<file path="src/rtl/etp_pkg.sv">
// etp_pkg: shared types and constants for the exclusive-time profiler
// used by exclusive_time_profiler, etp_alu and etp_checker; no dependencies

package etp_pkg;

  localparam int NUM_FUNCS_DEF   = 128;
  localparam int STACK_DEPTH_DEF = 128;

  localparam int ALU_W = 34;

  localparam logic [1:0] MODE_START = 2'd0;
  localparam logic [1:0] MODE_END   = 2'd1;
  localparam int         MODE_READ_BIT = 1;

  localparam logic [1:0] ST_OK    = 2'd0;
  localparam logic [1:0] ST_EMPTY = 2'd1;
  localparam logic [1:0] ST_FULL  = 2'd2;
  localparam logic [1:0] ST_BACK  = 2'd3;

  typedef struct packed {
    logic [1:0]  mode;
    logic [6:0]  function_id;
    logic [31:0] timestamp;
  } in_t;

  typedef struct packed {
    logic [1:0]  status;
    logic        credited;
    logic [6:0]  credited_id;
    logic [31:0] total;
    logic [7:0]  stack_depth;
  } out_t;

  typedef struct packed {
    logic [ALU_W-1:0] a;
    logic [ALU_W-1:0] b;
    logic             sub;
  } alu_req_t;

endpackage

</file>
<file path="src/rtl/etp_alu.sv">
// etp_alu: shared add/subtract unit of the profiler sequencer
// depends on etp_pkg

module etp_alu (
  input  etp_pkg::alu_req_t         req,
  output logic [etp_pkg::ALU_W-1:0] res
);

  logic [etp_pkg::ALU_W-1:0] b_op;

  assign b_op = req.sub ? ~req.b : req.b;
  assign res  = req.a + b_op + etp_pkg::ALU_W'(req.sub);

endmodule

</file>
<file path="config.mk">
export PLATFORM = sky130hd
export DESIGN_NAME = etp_alu
export DESIGN_NICKNAME = d
export VERILOG_FILES = /design/src/rtl/etp_pkg.sv /design/src/rtl/etp_alu.sv
export SDC_FILE = /design/constraint.sdc
export NUM_CORES = 1
export LEC_CHECK = 0
export BUFFER_PORTS_ARGS = -buffer_cell sky130_fd_sc_hd__buf_2
export CORE_ASPECT_RATIO = 0.7
export CORE_MARGIN = 10
export CORE_UTILIZATION = 49
export DETAILED_ROUTE_END_ITERATION = 6
export GPL_TIMING_DRIVEN = 0
export MAX_ROUTING_LAYER = met4
export PLACE_DENSITY = 0.82
export SYNTH_ARGS = -nofsm -noshare
export SYNTH_HDL_FRONTEND = slang
export SYNTH_SLANG_ARGS = --single-unit
</file>
<file path="constraint.sdc">
create_clock -name vclk -period 3.6
set_input_delay 0.18 -clock vclk [all_inputs]
set_output_delay 0.18 -clock vclk [all_outputs]
set_load 0.005 [all_outputs]
</file>
After elaboration in Yosys (flattened, before gate mapping)

Cells that the tools add are included.

Register bits after elaboration: 0
Input port bits: 69
Output and inout port bits: 34
Logic and storage cells: 4

$add $sub $neg: 2
Multiplexer cells: 1
Bitwise logic cells: 1

Operators by type and width:

| cell           | count |
|---|---|
| $add 34x1->34  | 1 |
| $add 34x34->34 | 1 |
| $mux 34        | 1 |
| $not 34->34    | 1 |

Longest topological paths before layout

Gate-level depths: netlist of run 1.

Word-level depth: 4
Depth in mapped cells: 12
Gate-level depth less buffers: 10

Worst setup path before layout of run 1

Ideal clock, no wire load.

Kind: input -> output
From: input port req[0] (netlist name)
To: output port res[24] (netlist name)
Arrival time: 2.794 ns
Required time: 3.420 ns
Slack: 0.626 ns
Cell stages on the path: 11
Path buffers: 2
Path through: buf_2 > buf_1 > xor2_1 > fa_1 > a21oi_1 > o21ai_1 > a311o_1 > o21a_1 > a31oi_4 > o21bai_1 > xor2_1

Longest elaborated chain between the ends: 3

RTL lines:

| item               | RTL line      | text |
|---|---|---|
| start: declaration | etp_alu.sv:5  | `input etp_pkg::alu_req_t req,` |
| $mux 34            | etp_alu.sv:11 | `assign b_op = req.sub ? ~req.b : req.b;` |
| $add 34x34->34     | etp_alu.sv:12 | `assign res = req.a + b_op + etp_pkg::ALU_W'(req.sub);` |
| $add 34x1->34 *    | etp_alu.sv:12 |  |
| end: declaration   | etp_alu.sv:6  | `output logic [etp_pkg::ALU_W-1:0] res` |

Every way passes the cells marked *; elsewhere a longest branch is shown, timed or not.

Worst setup path after layout of run 1

From: input port req[0] (netlist name)
To: output port res[30] (netlist name)

Same word-level chain as after synthesis.

==> results of run 1 <==
==> kinds of logic after synthesis <==
kind of cell	Yosys count	share of synthesized area, %
AO/OA/AOI/OAI	103	33.7
XOR/XNOR	67	27.8
adder cells (fa/ha/maj)	33	19.9
buffers and inverters	17	3.14
multiplexers	1	0.474
AND/OR/NAND/NOR	66	15.0
==> placed cells by master (no fill, tap or decap), drive strengths merged <==
cell    synthesis  final
a211o           1      1
o31ai           2      2
a211oi          1      1
o21bai          8      8
nand3           3      3
and2            5      5
fa              1      1
mux2i           1      1
nand2          29     29
buf             5    106
a41oi           1      1
ha             32     32
o41ai           2      2
a311o           1      1
inv             6      6
nor2           12     12
o211ai          5      5
o221ai          2      2
xnor2          20     20
o32ai           1      1
a31oi           6      6
xor2           47     47
a21o           13     13
nand4           6      6
and3            5      5
o21ai          17     17
and4            2      2
o21a            3      3
nor4            1      1
a32oi           1      1
nor3            3      3
clkbuf          6      7
a221oi          3      3
a21oi          34     34
a311oi          1      1
a21boi          1      1
==> per-stage QoR <==
step                setup slack, ns  cell area (um2)  hold WS (ns)  cells
finish                        0.276             2690         0.632    441
global route                 0.0292             2690         0.653    441
CTS                          0.0792             2690         0.636    441
detailed placement           0.0817             2690         0.635    441
global placement             0.0789             2690         0.633    441
floorplan                     0.626             2110         0.411    287
==> power breakdown <==
group / total [W] / switching, W / internal, W
sequential: 0 / 0 / 0
combinational: 0.000751 / 0.000412 / 0.000339
clock: 0 / 0 / 0
==> synthesized netlist by cell type, types with 2 or more instances <==
library cell,number
sky130_fd_sc_hd__a21o_1,13
sky130_fd_sc_hd__a21oi_1,33
sky130_fd_sc_hd__a221oi_1,3
sky130_fd_sc_hd__a31oi_1,4
sky130_fd_sc_hd__and2_1,5
sky130_fd_sc_hd__and3_1,3
sky130_fd_sc_hd__and3_4,2
sky130_fd_sc_hd__and4_1,2
sky130_fd_sc_hd__buf_1,3
sky130_fd_sc_hd__buf_2,2
sky130_fd_sc_hd__clkbuf_1,6
sky130_fd_sc_hd__ha_1,32
sky130_fd_sc_hd__inv_1,6
sky130_fd_sc_hd__nand2_1,29
sky130_fd_sc_hd__nand3_1,3
sky130_fd_sc_hd__nand4_1,6
sky130_fd_sc_hd__nor2_1,12
sky130_fd_sc_hd__nor3_1,3
sky130_fd_sc_hd__o211ai_1,5
sky130_fd_sc_hd__o21a_1,3
sky130_fd_sc_hd__o21ai_0,13
sky130_fd_sc_hd__o21ai_1,3
sky130_fd_sc_hd__o21bai_1,8
sky130_fd_sc_hd__o31ai_1,2
sky130_fd_sc_hd__o41ai_2,2
sky130_fd_sc_hd__xnor2_1,20
sky130_fd_sc_hd__xor2_1,47
==> critical path: cells and delay by family <==
family / cells / cell delay (ns)
XOR/XNOR: 2 / 0.33
adder cells (fa/ha/maj): 1 / 0.40
buffers and inverters: 3 / 0.88
AO/OA/AOI/OAI: 6 / 1.32
==> per-layer routing <==
| layer | vias up | wire (um) | share of wire (%) |
|---|---|---|---|
| li1 | 1274 | - | - |
| met1 | 1076 | 3260 | 50 |
| met2 | 82 | 2800 | 43 |
| met3 | 6 | 402 | 6.2 |
| met4 | 0 | 61 | 0.93 |
| met5 | - | 0 | 0 |
==> how the worst min path moves through the flow <==
stage                       start      to  slack (ns)  cells after the start
after floorplan            req[1]  res[0]        0.41                      1
after global placement    req[35]  res[0]        0.63                      3
after detailed placement  req[35]  res[0]        0.63                      3
after CTS                 req[35]  res[0]        0.64                      3
after global routing      req[35]  res[0]        0.65                      3
final                     req[35]  res[0]        0.63                      3
==> area by class of cell <==
class / count / area (um2)
Fill cell: 377 / 1350
Timing Repair Buffer: 102 / 510
Multi-Input combinational cell: 270 / 2050
Tap cell: 52 / 65.1
Inverter: 6 / 22.5
Buffer: 11 / 45.0
==> what timing repair did <==
action,4_1_cts,5_1_grt
setup endpoints to repair,0,8
resized for setup,0,1
hold buffers,0,0
==> load_flow_metrics.sql, run 1 <==
INSERT INTO impl_metrics (metric_group, metric, value, unit) VALUES
('worst_setup_path', 'worst_path_max_delay_cell', 'sky130_fd_sc_hd__buf_1', ''),
('global_route', 'grt_use_met1', '22.8', '%'),
('detailed_routing', 'routed_wirelength', '6530', 'um'),
('worst_setup_path', 'cp_cell_sequence', 'buf_2, buf_1, xor2_1, ha_1, a211o_1, o32ai_1, o21ai_0, o21a_1, a31oi_4, o41ai_2, xnor2_1, buf_2', ''),
('worst_setup_path', 'crit_path_class', 'in2out', ''),
('synth', 'postSynthCellCount', '287', ''),
('die', 'count_of_pins_on_the_block_boundary', '103', ''),
('sta', 'finalMaxSlewViolations', '0', ''),
('global_route', 'overflow', '0', ''),
('sta', 'max_slew_margin', '49.9', '%'),
('die', 'num_rows', '19', ''),
('worst_setup_path', 'setup.worst_path.start', 'req[0]', ''),
('global_route', 'grt_pass1_wl', '11100', 'um'),
('sta', 'setup-tns-final', '0', 'ns'),
('status', 'run_status', 'finished, final reports clean', ''),
('synth', 'synthesis.nets', '389', ''),
('die', 'die-width', '98.5', 'um'),
('power', 'power_per_cell_area', '279', 'nW/um2'),
('synth', 'synthesized_area_divided_by_synthesized_cell_count', '7.36', 'um2'),
('detailed_routing', 'firstDrtPassIters', '4', ''),
('sta', 'finalWorstPathRequiredPeriod', '3.32', 'ns'),
('global_route', 'grt_util_met3', '2.29', '%'),
('die', 'core_area', '4040', 'um2'),
('sta', 'timing.final.crit_share', '92.3', '%'),
('worst_setup_path', 'critPathMostFrequentCell', 'sky130_fd_sc_hd__buf_2', ''),
('global_route', 'grt_util_met2', '29.2', '%'),
('detailed_routing', 'via_per_inst', '5.53', ''),
('global_route', 'globalRoute.busiestLayer', 'met2', ''),
('power', 'total_power', '0.000751', 'W'),
('worst_setup_path', 'critical_path.max_stage_delay', '0.57', 'ns'),
('sta', 'tightest_slew', '0.751', 'ns'),
('synth', 'yosysTopAreaCellShare', '19.5', '%'),
('detailed_routing', 'drc_errors', '0', ''),
('synth', 'yosys.cell_types.count', '44', ''),
('run', 'max_cap_viols', '0', ''),
('worst_setup_path', 'critical_path.max_fanout', '10', ''),
('power', 'leakagePower', '1.36', 'nW'),
('synth', 'ys_seq_area_share', '0', '%'),
('detailed_routing', 'vias', '2438', ''),
('placed_design', 'detailedPlacementHpwl', '5830', 'um'),
('finish', 'nFlopsAndLatches', '0', ''),
('finish', 'finalNetCount', '493', ''),
('global_route', 'antenna_found_initial', '0', ''),
('worst_setup_path', 'worst_path_required', '3.42', 'ns'),
('global_route', 'grt_start_max_net_pins', '11', ''),
('finish', 'finalCoreUtilization', '66.6', '%'),
('synth', 'synthesis.area', '2110', 'um2'),
('synth', 'synth_warnings', '0', ''),
('die', 'floorplan.die_area', '7380', 'um2'),
('sta', 'setup-violations-final', '0', ''),
('finish', 'seqCellArea', '0', 'um2'),
('sta', 'fmax', '301', 'MHz'),
('sta', 'grt_setup_unrepaired', 'no', ''),
('global_route', 'via_count_of_the_first_global_routing_pass', '2476', ''),
('synth', 'yosys.area.top_type', 'sky130_fd_sc_hd__xor2_1', ''),
('detailed_routing', 'first_iter_violations', '72', ''),
('clocking', 'post-cts-setup-buffers', '0', ''),
('worst_setup_path', 'crit_path_start_kind', 'input pin', ''),
('sta', 'timing.final.hold_violations', '0', ''),
('finish', 'layout-drive-gt1-share', '29.6', '%'),
('die', 'initial_core_util', '52.3', '%'),
('synth', 'synth_top_area_cells', 'sky130_fd_sc_hd__xor2_1 (19%), sky130_fd_sc_hd__ha_1 (19%), sky130_fd_sc_hd__xnor2_1 (8.3%)', ''),
('worst_setup_path', 'crit_end', 'res[30]', ''),
('detailed_routing', 'route.antenna.remaining_nets', '0', ''),
('finish', 'areaGrowthSynthToFinish', '27.3', '%'),
('detailed_routing', 'wire_per_inst', '14.8', 'um'),
('worst_hold_path', 'worstHoldPathType', 'in2out', ''),
('finish', 'nClkBuffers', '0', ''),
('die', 'fp.dieH', '74.9', 'um'),
('global_route', 'grtUsageTotal', '17.4', '%'),
('power', 'worst_ir_drop_vdd', '0.154', 'mV'),
('worst_setup_path', 'cp-end-kind', 'output pin', ''),
('placed_design', 'replace_congestion', '0.948', ''),
('placed_design', 'number_of_buffers_inserted_by_port_buffering', '102', ''),
('finish', 'antenna_cells', '0', ''),
('worst_setup_path', 'worst_path_arrival', '3.14', 'ns');
Power figures use the tool's default switching activity.
==> run 2: changes to the inputs <==
Settings changed: PLACE_DENSITY 0.82 to 0.84, SLEW_MARGIN from default to 20.
==> run 2 against run 1 <==
- critical path depth is the same
- critical path type unchanged
- via count grew 0.82%
- largest power group unchanged
- sequential share of layout area is the same
==> load_flow_metrics.sql, run 2 (synthesis gave the netlist of run 1 again) <==
INSERT INTO impl_metrics (metric_group, metric, value, unit) VALUES
('status', 'run_status', 'finished, final reports clean', ''),
('run', 'max_cap_viols', '0', ''),
('placed_design', 'dpl_cell_area', '2690', 'um2'),
('clocking', 'post_cts_hold_buffer_count', '0', ''),
('detailed_routing', 'firstDrtPassIters', '4', ''),
('sta', 'tightest_slew', '0.723', 'ns'),
('global_route', 'via_count_of_the_first_global_routing_pass', '2478', ''),
('worst_setup_path', 'path_buf_inv', '3', ''),
('finish', 'areaGrowthSynthToFinish', '27.3', '%'),
('worst_setup_path', 'critical_path.max_fanout', '10', ''),
('worst_setup_path', 'cp_cell_sequence', 'buf_2, buf_1, xor2_1, ha_1, a21oi_1, o21ai_0, a311o_1, o21a_1, a31oi_4, o41ai_2, xnor2_1, buf_2', ''),
('placed_design', 'dpl_worst_slack', '0.0451', 'ns'),
('detailed_routing', 'wire_per_inst', '15.2', 'um'),
('finish', 'seqCellArea', '0', 'um2'),
('detailed_routing', 'routed_wirelength', '6720', 'um'),
('global_route', 'grt_start_max_net_pins', '11', ''),
('finish', 'multi_input_area', '2050', 'um2'),
('finish', 'layout.cell_area.non_filler', '2690', 'um2'),
('placed_design', 'detailedPlacementHpwl', '5980', 'um'),
('sta', 'setup-tns-final', '0', 'ns'),
('die', 'num_rows', '19', ''),
('worst_setup_path', 'critical_path.max_stage_delay', '0.55', 'ns'),
('sta', 'grt_setup_unrepaired', 'no', ''),
('detailed_routing', 'via_per_inst', '5.57', ''),
('worst_setup_path', 'worst_path_required', '3.42', 'ns'),
('sta', 'setup-violations-final', '0', ''),
('sta', 'finalWorstPathRequiredPeriod', '3.34', 'ns'),
('global_route', 'grt_pass1_wl', '11400', 'um'),
('sta', 'timing.final.hold_violations', '0', ''),
('sta', 'max_slew_margin', '51.8', '%'),
('power', 'worst_ir_drop_vdd', '0.150', 'mV'),
('finish', 'final_cell_mix', 'sky130_fd_sc_hd__buf_2 (104), sky130_fd_sc_hd__xor2_1 (47), sky130_fd_sc_hd__a21oi_1 (33), sky130_fd_sc_hd__ha_1 (32), sky130_fd_sc_hd__nand2_1 (29)', ''),
('worst_setup_path', 'worst_path_arrival', '3.16', 'ns'),
('detailed_routing', 'drc_errors', '0', ''),
('die', 'count_of_pins_on_the_block_boundary', '103', ''),
('die', 'initial_core_util', '52.3', '%'),
('finish', 'antenna_cells', '0', ''),
('global_route', 'antenna_found_initial', '0', ''),
('worst_hold_path', 'worstHoldPathType', 'in2out', ''),
('worst_setup_path', 'critPathMostFrequentCell', 'sky130_fd_sc_hd__buf_2', ''),
('worst_setup_path', 'crit_path_start_kind', 'input pin', ''),
('finish', 'layout-drive-gt1-share', '29.6', '%'),
('worst_setup_path', 'worst_path_max_delay_cell', 'sky130_fd_sc_hd__buf_1', ''),
('global_route', 'grtUsageTotal', '17.9', '%'),
('sta', 'fmax', '299', 'MHz'),
('worst_setup_path', 'crit_family', 'compound AO/OA/AOI/OAI gates', ''),
('sta', 'finalMaxSlewViolations', '0', ''),
('global_route', 'overflow', '0', ''),
('worst_setup_path', 'setup.worst_path.start', 'req[0]', ''),
('die', 'die-width', '98.5', 'um'),
('detailed_routing', 'first_iter_violations', '122', ''),
('power', 'power_per_cell_area', '282', 'nW/um2'),
('finish', 'layout.cells.non_filler', '441', ''),
('power', 'leakagePower', '1.36', 'nW'),
('finish', 'nClkBuffers', '0', ''),
('clocking', 'post-cts-setup-buffers', '0', ''),
('sta', 'timing.final.crit_share', '92.9', '%'),
('detailed_routing', 'vias', '2458', ''),
('placed_design', 'placed_cells', '441', ''),
('finish', 'nFlopsAndLatches', '0', ''),
('placed_design', 'number_of_buffers_inserted_by_port_buffering', '102', ''),
('detailed_routing', 'route.antenna.remaining_nets', '0', ''),
('worst_setup_path', 'crit_path_class', 'in2out', ''),
('finish', 'layout.cells.most_common', 'sky130_fd_sc_hd__buf_2', ''),
('die', 'core_area', '4040', 'um2'),
('sta', 'setup_slack', '0.257', 'ns'),
('worst_hold_path', 'hold_start', 'req[35]', ''),
('finish', 'filler_cell_count', '401', ''),
('finish', 'finalNetCount', '493', ''),
('die', 'fp.dieH', '74.9', 'um'),
('placed_design', 'replace_congestion', '0.932', ''),
('worst_setup_path', 'cp-end-kind', 'output pin', ''),
('die', 'floorplan.die_area', '7380', 'um2');
## run 2: path summary, 6_finish.rpt
path	endpoint	slack, ns	depth (start not counted)
setup / recovery	res[30]	0.26	12
hold / removal	res[0]	0.63	3
## run 2: layout make-up
| cell class | instances | area share, % |
|---|---|---|
| multi-input cells | 270 | 76.1 |
| repair buffers | 102 | 19.0 |
| well taps | 52 | 2.42 |
| plain buffers | 11 | 1.67 |
| inverters | 6 | 0.837 |
## run 2: power by group
part	internal (W)	total, W	switching [W]	leakage [nW]
Clock	0	0	0	0
Combinational	0.000339	0.000758	0.000419	1.36
Sequential	0	0	0	0
## run 2: layer usage
layer  share of wire [%]  routed length (um)  global-route usage, %
met2                  44                2950                   30.2
met1                  47                3160                   23.2
met4                0.22                  15                  0.475
met3                 8.9                 597                   3.02
met5                   0                   0                      -
## run 2: through the flow
step | hold slack, ns | utilization, % | total power (W)
4_1_cts | 0.638 | 66.5 | 0.000757
3_5_place_dp | 0.638 | 66.5 | 0.000753
5_1_grt | 0.649 | 66.6 | 0.000846
2_1_floorplan | 0.411 | - | 0.000490
6_report | 0.634 | 66.6 | 0.000758
3_3_place_gp | 0.636 | 66.5 | 0.000736
## run 2: timing repair
action,4_1_cts,5_1_grt
resized for setup,0,1
setup endpoints to repair,0,9
endpoints found under the hold margin,0,0
==> run 3: changes to the inputs <==
Settings changed: REMOVE_ABC_BUFFERS from default to 1.
==> run 3 against run 2 <==
- critical path depth stayed put
- die area stayed put
- sequential share of layout area stayed put
- setup slack worse by 0.037 ns
- wire length is 0.51% lower
- global-route usage is 1.6 points lower
- critical endpoint unchanged
==> load_flow_metrics.sql, run 3 (synthesis gave the netlist of run 1 again) <==
INSERT INTO impl_metrics (metric_group, metric, value, unit) VALUES
('clocking', 'ctsResizeCount', '0', ''),
('die', 'core_area', '4040', 'um2'),
('detailed_routing', 'wire_per_inst', '15.5', 'um'),
('die', 'fp.dieH', '74.9', 'um'),
('finish', 'final_cell_mix', 'sky130_fd_sc_hd__buf_2 (102), sky130_fd_sc_hd__xor2_1 (47), sky130_fd_sc_hd__a21oi_1 (33), sky130_fd_sc_hd__ha_1 (32), sky130_fd_sc_hd__nand2_1 (29)', ''),
('detailed_routing', 'routed_wirelength', '6690', 'um'),
('sta', 'setup-tns-final', '0', 'ns'),
('worst_setup_path', 'crit_path_class', 'in2out', ''),
('finish', 'nFlopsAndLatches', '0', ''),
('worst_setup_path', 'crit_path_start_kind', 'input pin', ''),
('finish', 'multi_input_area', '2050', 'um2'),
('worst_setup_path', 'cp-end-kind', 'output pin', ''),
('die', 'floorplan.die_area', '7380', 'um2'),
('global_route', 'grtUsageTotal', '16.3', '%'),
('placed_design', 'replace_congestion', '0.956', ''),
('finish', 'finalNetCount', '483', ''),
('detailed_routing', 'firstDrtPassIters', '4', ''),
('placed_design', 'number_of_buffers_inserted_by_port_buffering', '103', ''),
('sta', 'grt_setup_unrepaired', 'no', ''),
('finish', 'filler_cell_count', '384', ''),
('die', 'count_of_pins_on_the_block_boundary', '103', ''),
('finish', 'seqCellArea', '0', 'um2'),
('finish', 'finalCoreUtilization', '65.6', '%'),
('finish', 'layout-drive-gt1-share', '29.8', '%'),
('status', 'run_status', 'finished, final reports clean', ''),
('sta', 'timing.final.crit_share', '93.9', '%'),
('worst_setup_path', 'worst_path_required', '3.42', 'ns'),
('sta', 'tightest_slew', '0.588', 'ns'),
('power', 'worst_ir_drop_vdd', '0.156', 'mV'),
('placed_design', 'detailedPlacementHpwl', '5780', 'um'),
('power', 'power_per_cell_area', '284', 'nW/um2'),
('sta', 'finalWorstPathRequiredPeriod', '3.38', 'ns'),
('die', 'num_rows', '19', ''),
('detailed_routing', 'route.antenna.remaining_nets', '0', ''),
('sta', 'finalMaxSlewViolations', '0', ''),
('worst_hold_path', 'worstHoldPathType', 'in2out', ''),
('global_route', 'via_count_of_the_first_global_routing_pass', '2183', ''),
('global_route', 'overflow', '0', ''),
('detailed_routing', 'first_iter_violations', '190', ''),
('die', 'initial_core_util', '52.3', '%'),
('finish', 'areaGrowthSynthToFinish', '25.5', '%'),
('clocking', 'post_cts_hold_buffer_count', '0', ''),
('run', 'max_cap_viols', '0', ''),
('detailed_routing', 'via_per_inst', '5.77', ''),
('finish', 'nClkBuffers', '0', ''),
('clocking', 'post-cts-setup-buffers', '0', ''),
('sta', 'timing.final.hold_violations', '0', ''),
('sta', 'setup-violations-final', '0', ''),
('detailed_routing', 'drc_errors', '0', ''),
('detailed_routing', 'vias', '2489', ''),
('global_route', 'grt_start_max_net_pins', '35', ''),
('finish', 'layout.cells.most_common', 'sky130_fd_sc_hd__buf_2', ''),
('sta', 'fmax', '296', 'MHz'),
('worst_setup_path', 'critical_path.max_fanout', '34', ''),
('power', 'leakagePower', '1.34', 'nW'),
('worst_setup_path', 'worst_path_arrival', '3.20', 'ns'),
('global_route', 'antenna_found_initial', '0', ''),
('finish', 'antenna_cells', '0', ''),
('die', 'die-width', '98.5', 'um'),
('sta', 'max_slew_margin', '60.8', '%'),
('worst_setup_path', 'crit_end', 'res[30]', ''),
('worst_setup_path', 'setup.worst_path.start', 'req[0]', ''),
('global_route', 'grt_pass1_wl', '10300', 'um');
-- run 3: cell types whose count changed in the layout (fill, tap and decap cells not counted), sizes merged --
cell / previous run / this run
clkbuf: 7 / 1
buf: 106 / 102
-- run 3: metrics by stage --
step	cells	power, W	hold slack (ns)	cell area, um2	setup slack (ns)
finish	431	0.000752	0.631	2650	0.220
floorplan	276	0.000482	0.411	2070	1.13
global route	431	0.000832	0.643	2650	0.0231
CTS	431	0.000751	0.633	2650	0.0760
global placement	431	0.000733	0.628	2650	0.114
detailed placement	431	0.000747	0.633	2650	0.0994
-- run 3: worst min-delay path by stage --
| stage | slack (ns) | to | start | depth (start not counted) |
|---|---|---|---|---|
| after global placement | 0.63 | res[0] | req[35] | 3 |
| after floorplan | 0.41 | res[0] | req[1] | 1 |
| after detailed placement | 0.63 | res[0] | req[35] | 3 |
| after global routing | 0.64 | res[0] | req[35] | 3 |
| after CTS | 0.63 | res[0] | req[35] | 3 |
| final | 0.63 | res[0] | req[35] | 3 |
-- run 3: metal layers --
metal | track usage (%) | up-vias | share of wire (%)
li1 | - | 1244 | -
met1 | 22.7 | 1128 | 48
met2 | 25.9 | 117 | 44
met3 | 2.01 | 0 | 8.5
met4 | 0.317 | 0 | 0
met5 | - | - | 0
-- run 3: where the power goes --
part	internal (W)	total, W	switching [W]
logic	0.000340	0.000752	0.000412
clock network	0	0	0
registers	0	0	0
total	0.000340	0.000752	0.000412
-- run 3: final cells by class --
cell class | instances | share of cell area, %
inverter | 6 | 0.849
multi-input combinational | 270 | 77.2
tap | 52 | 2.45
timing repair buffer | 103 | 19.5
-- run 3: worst max-delay path: stages --
cell,delay (ns)
sky130_fd_sc_hd__clkbuf_4,0.36
sky130_fd_sc_hd__mux2i_1,0.40
sky130_fd_sc_hd__inv_1,0.10
sky130_fd_sc_hd__fa_1,0.41
sky130_fd_sc_hd__a21oi_1,0.24
sky130_fd_sc_hd__o21ai_1,0.15
sky130_fd_sc_hd__a311o_1,0.42
sky130_fd_sc_hd__o21a_1,0.23
sky130_fd_sc_hd__a31oi_4,0.27
sky130_fd_sc_hd__o41ai_2,0.11
sky130_fd_sc_hd__xnor2_1,0.17
sky130_fd_sc_hd__buf_2,0.14
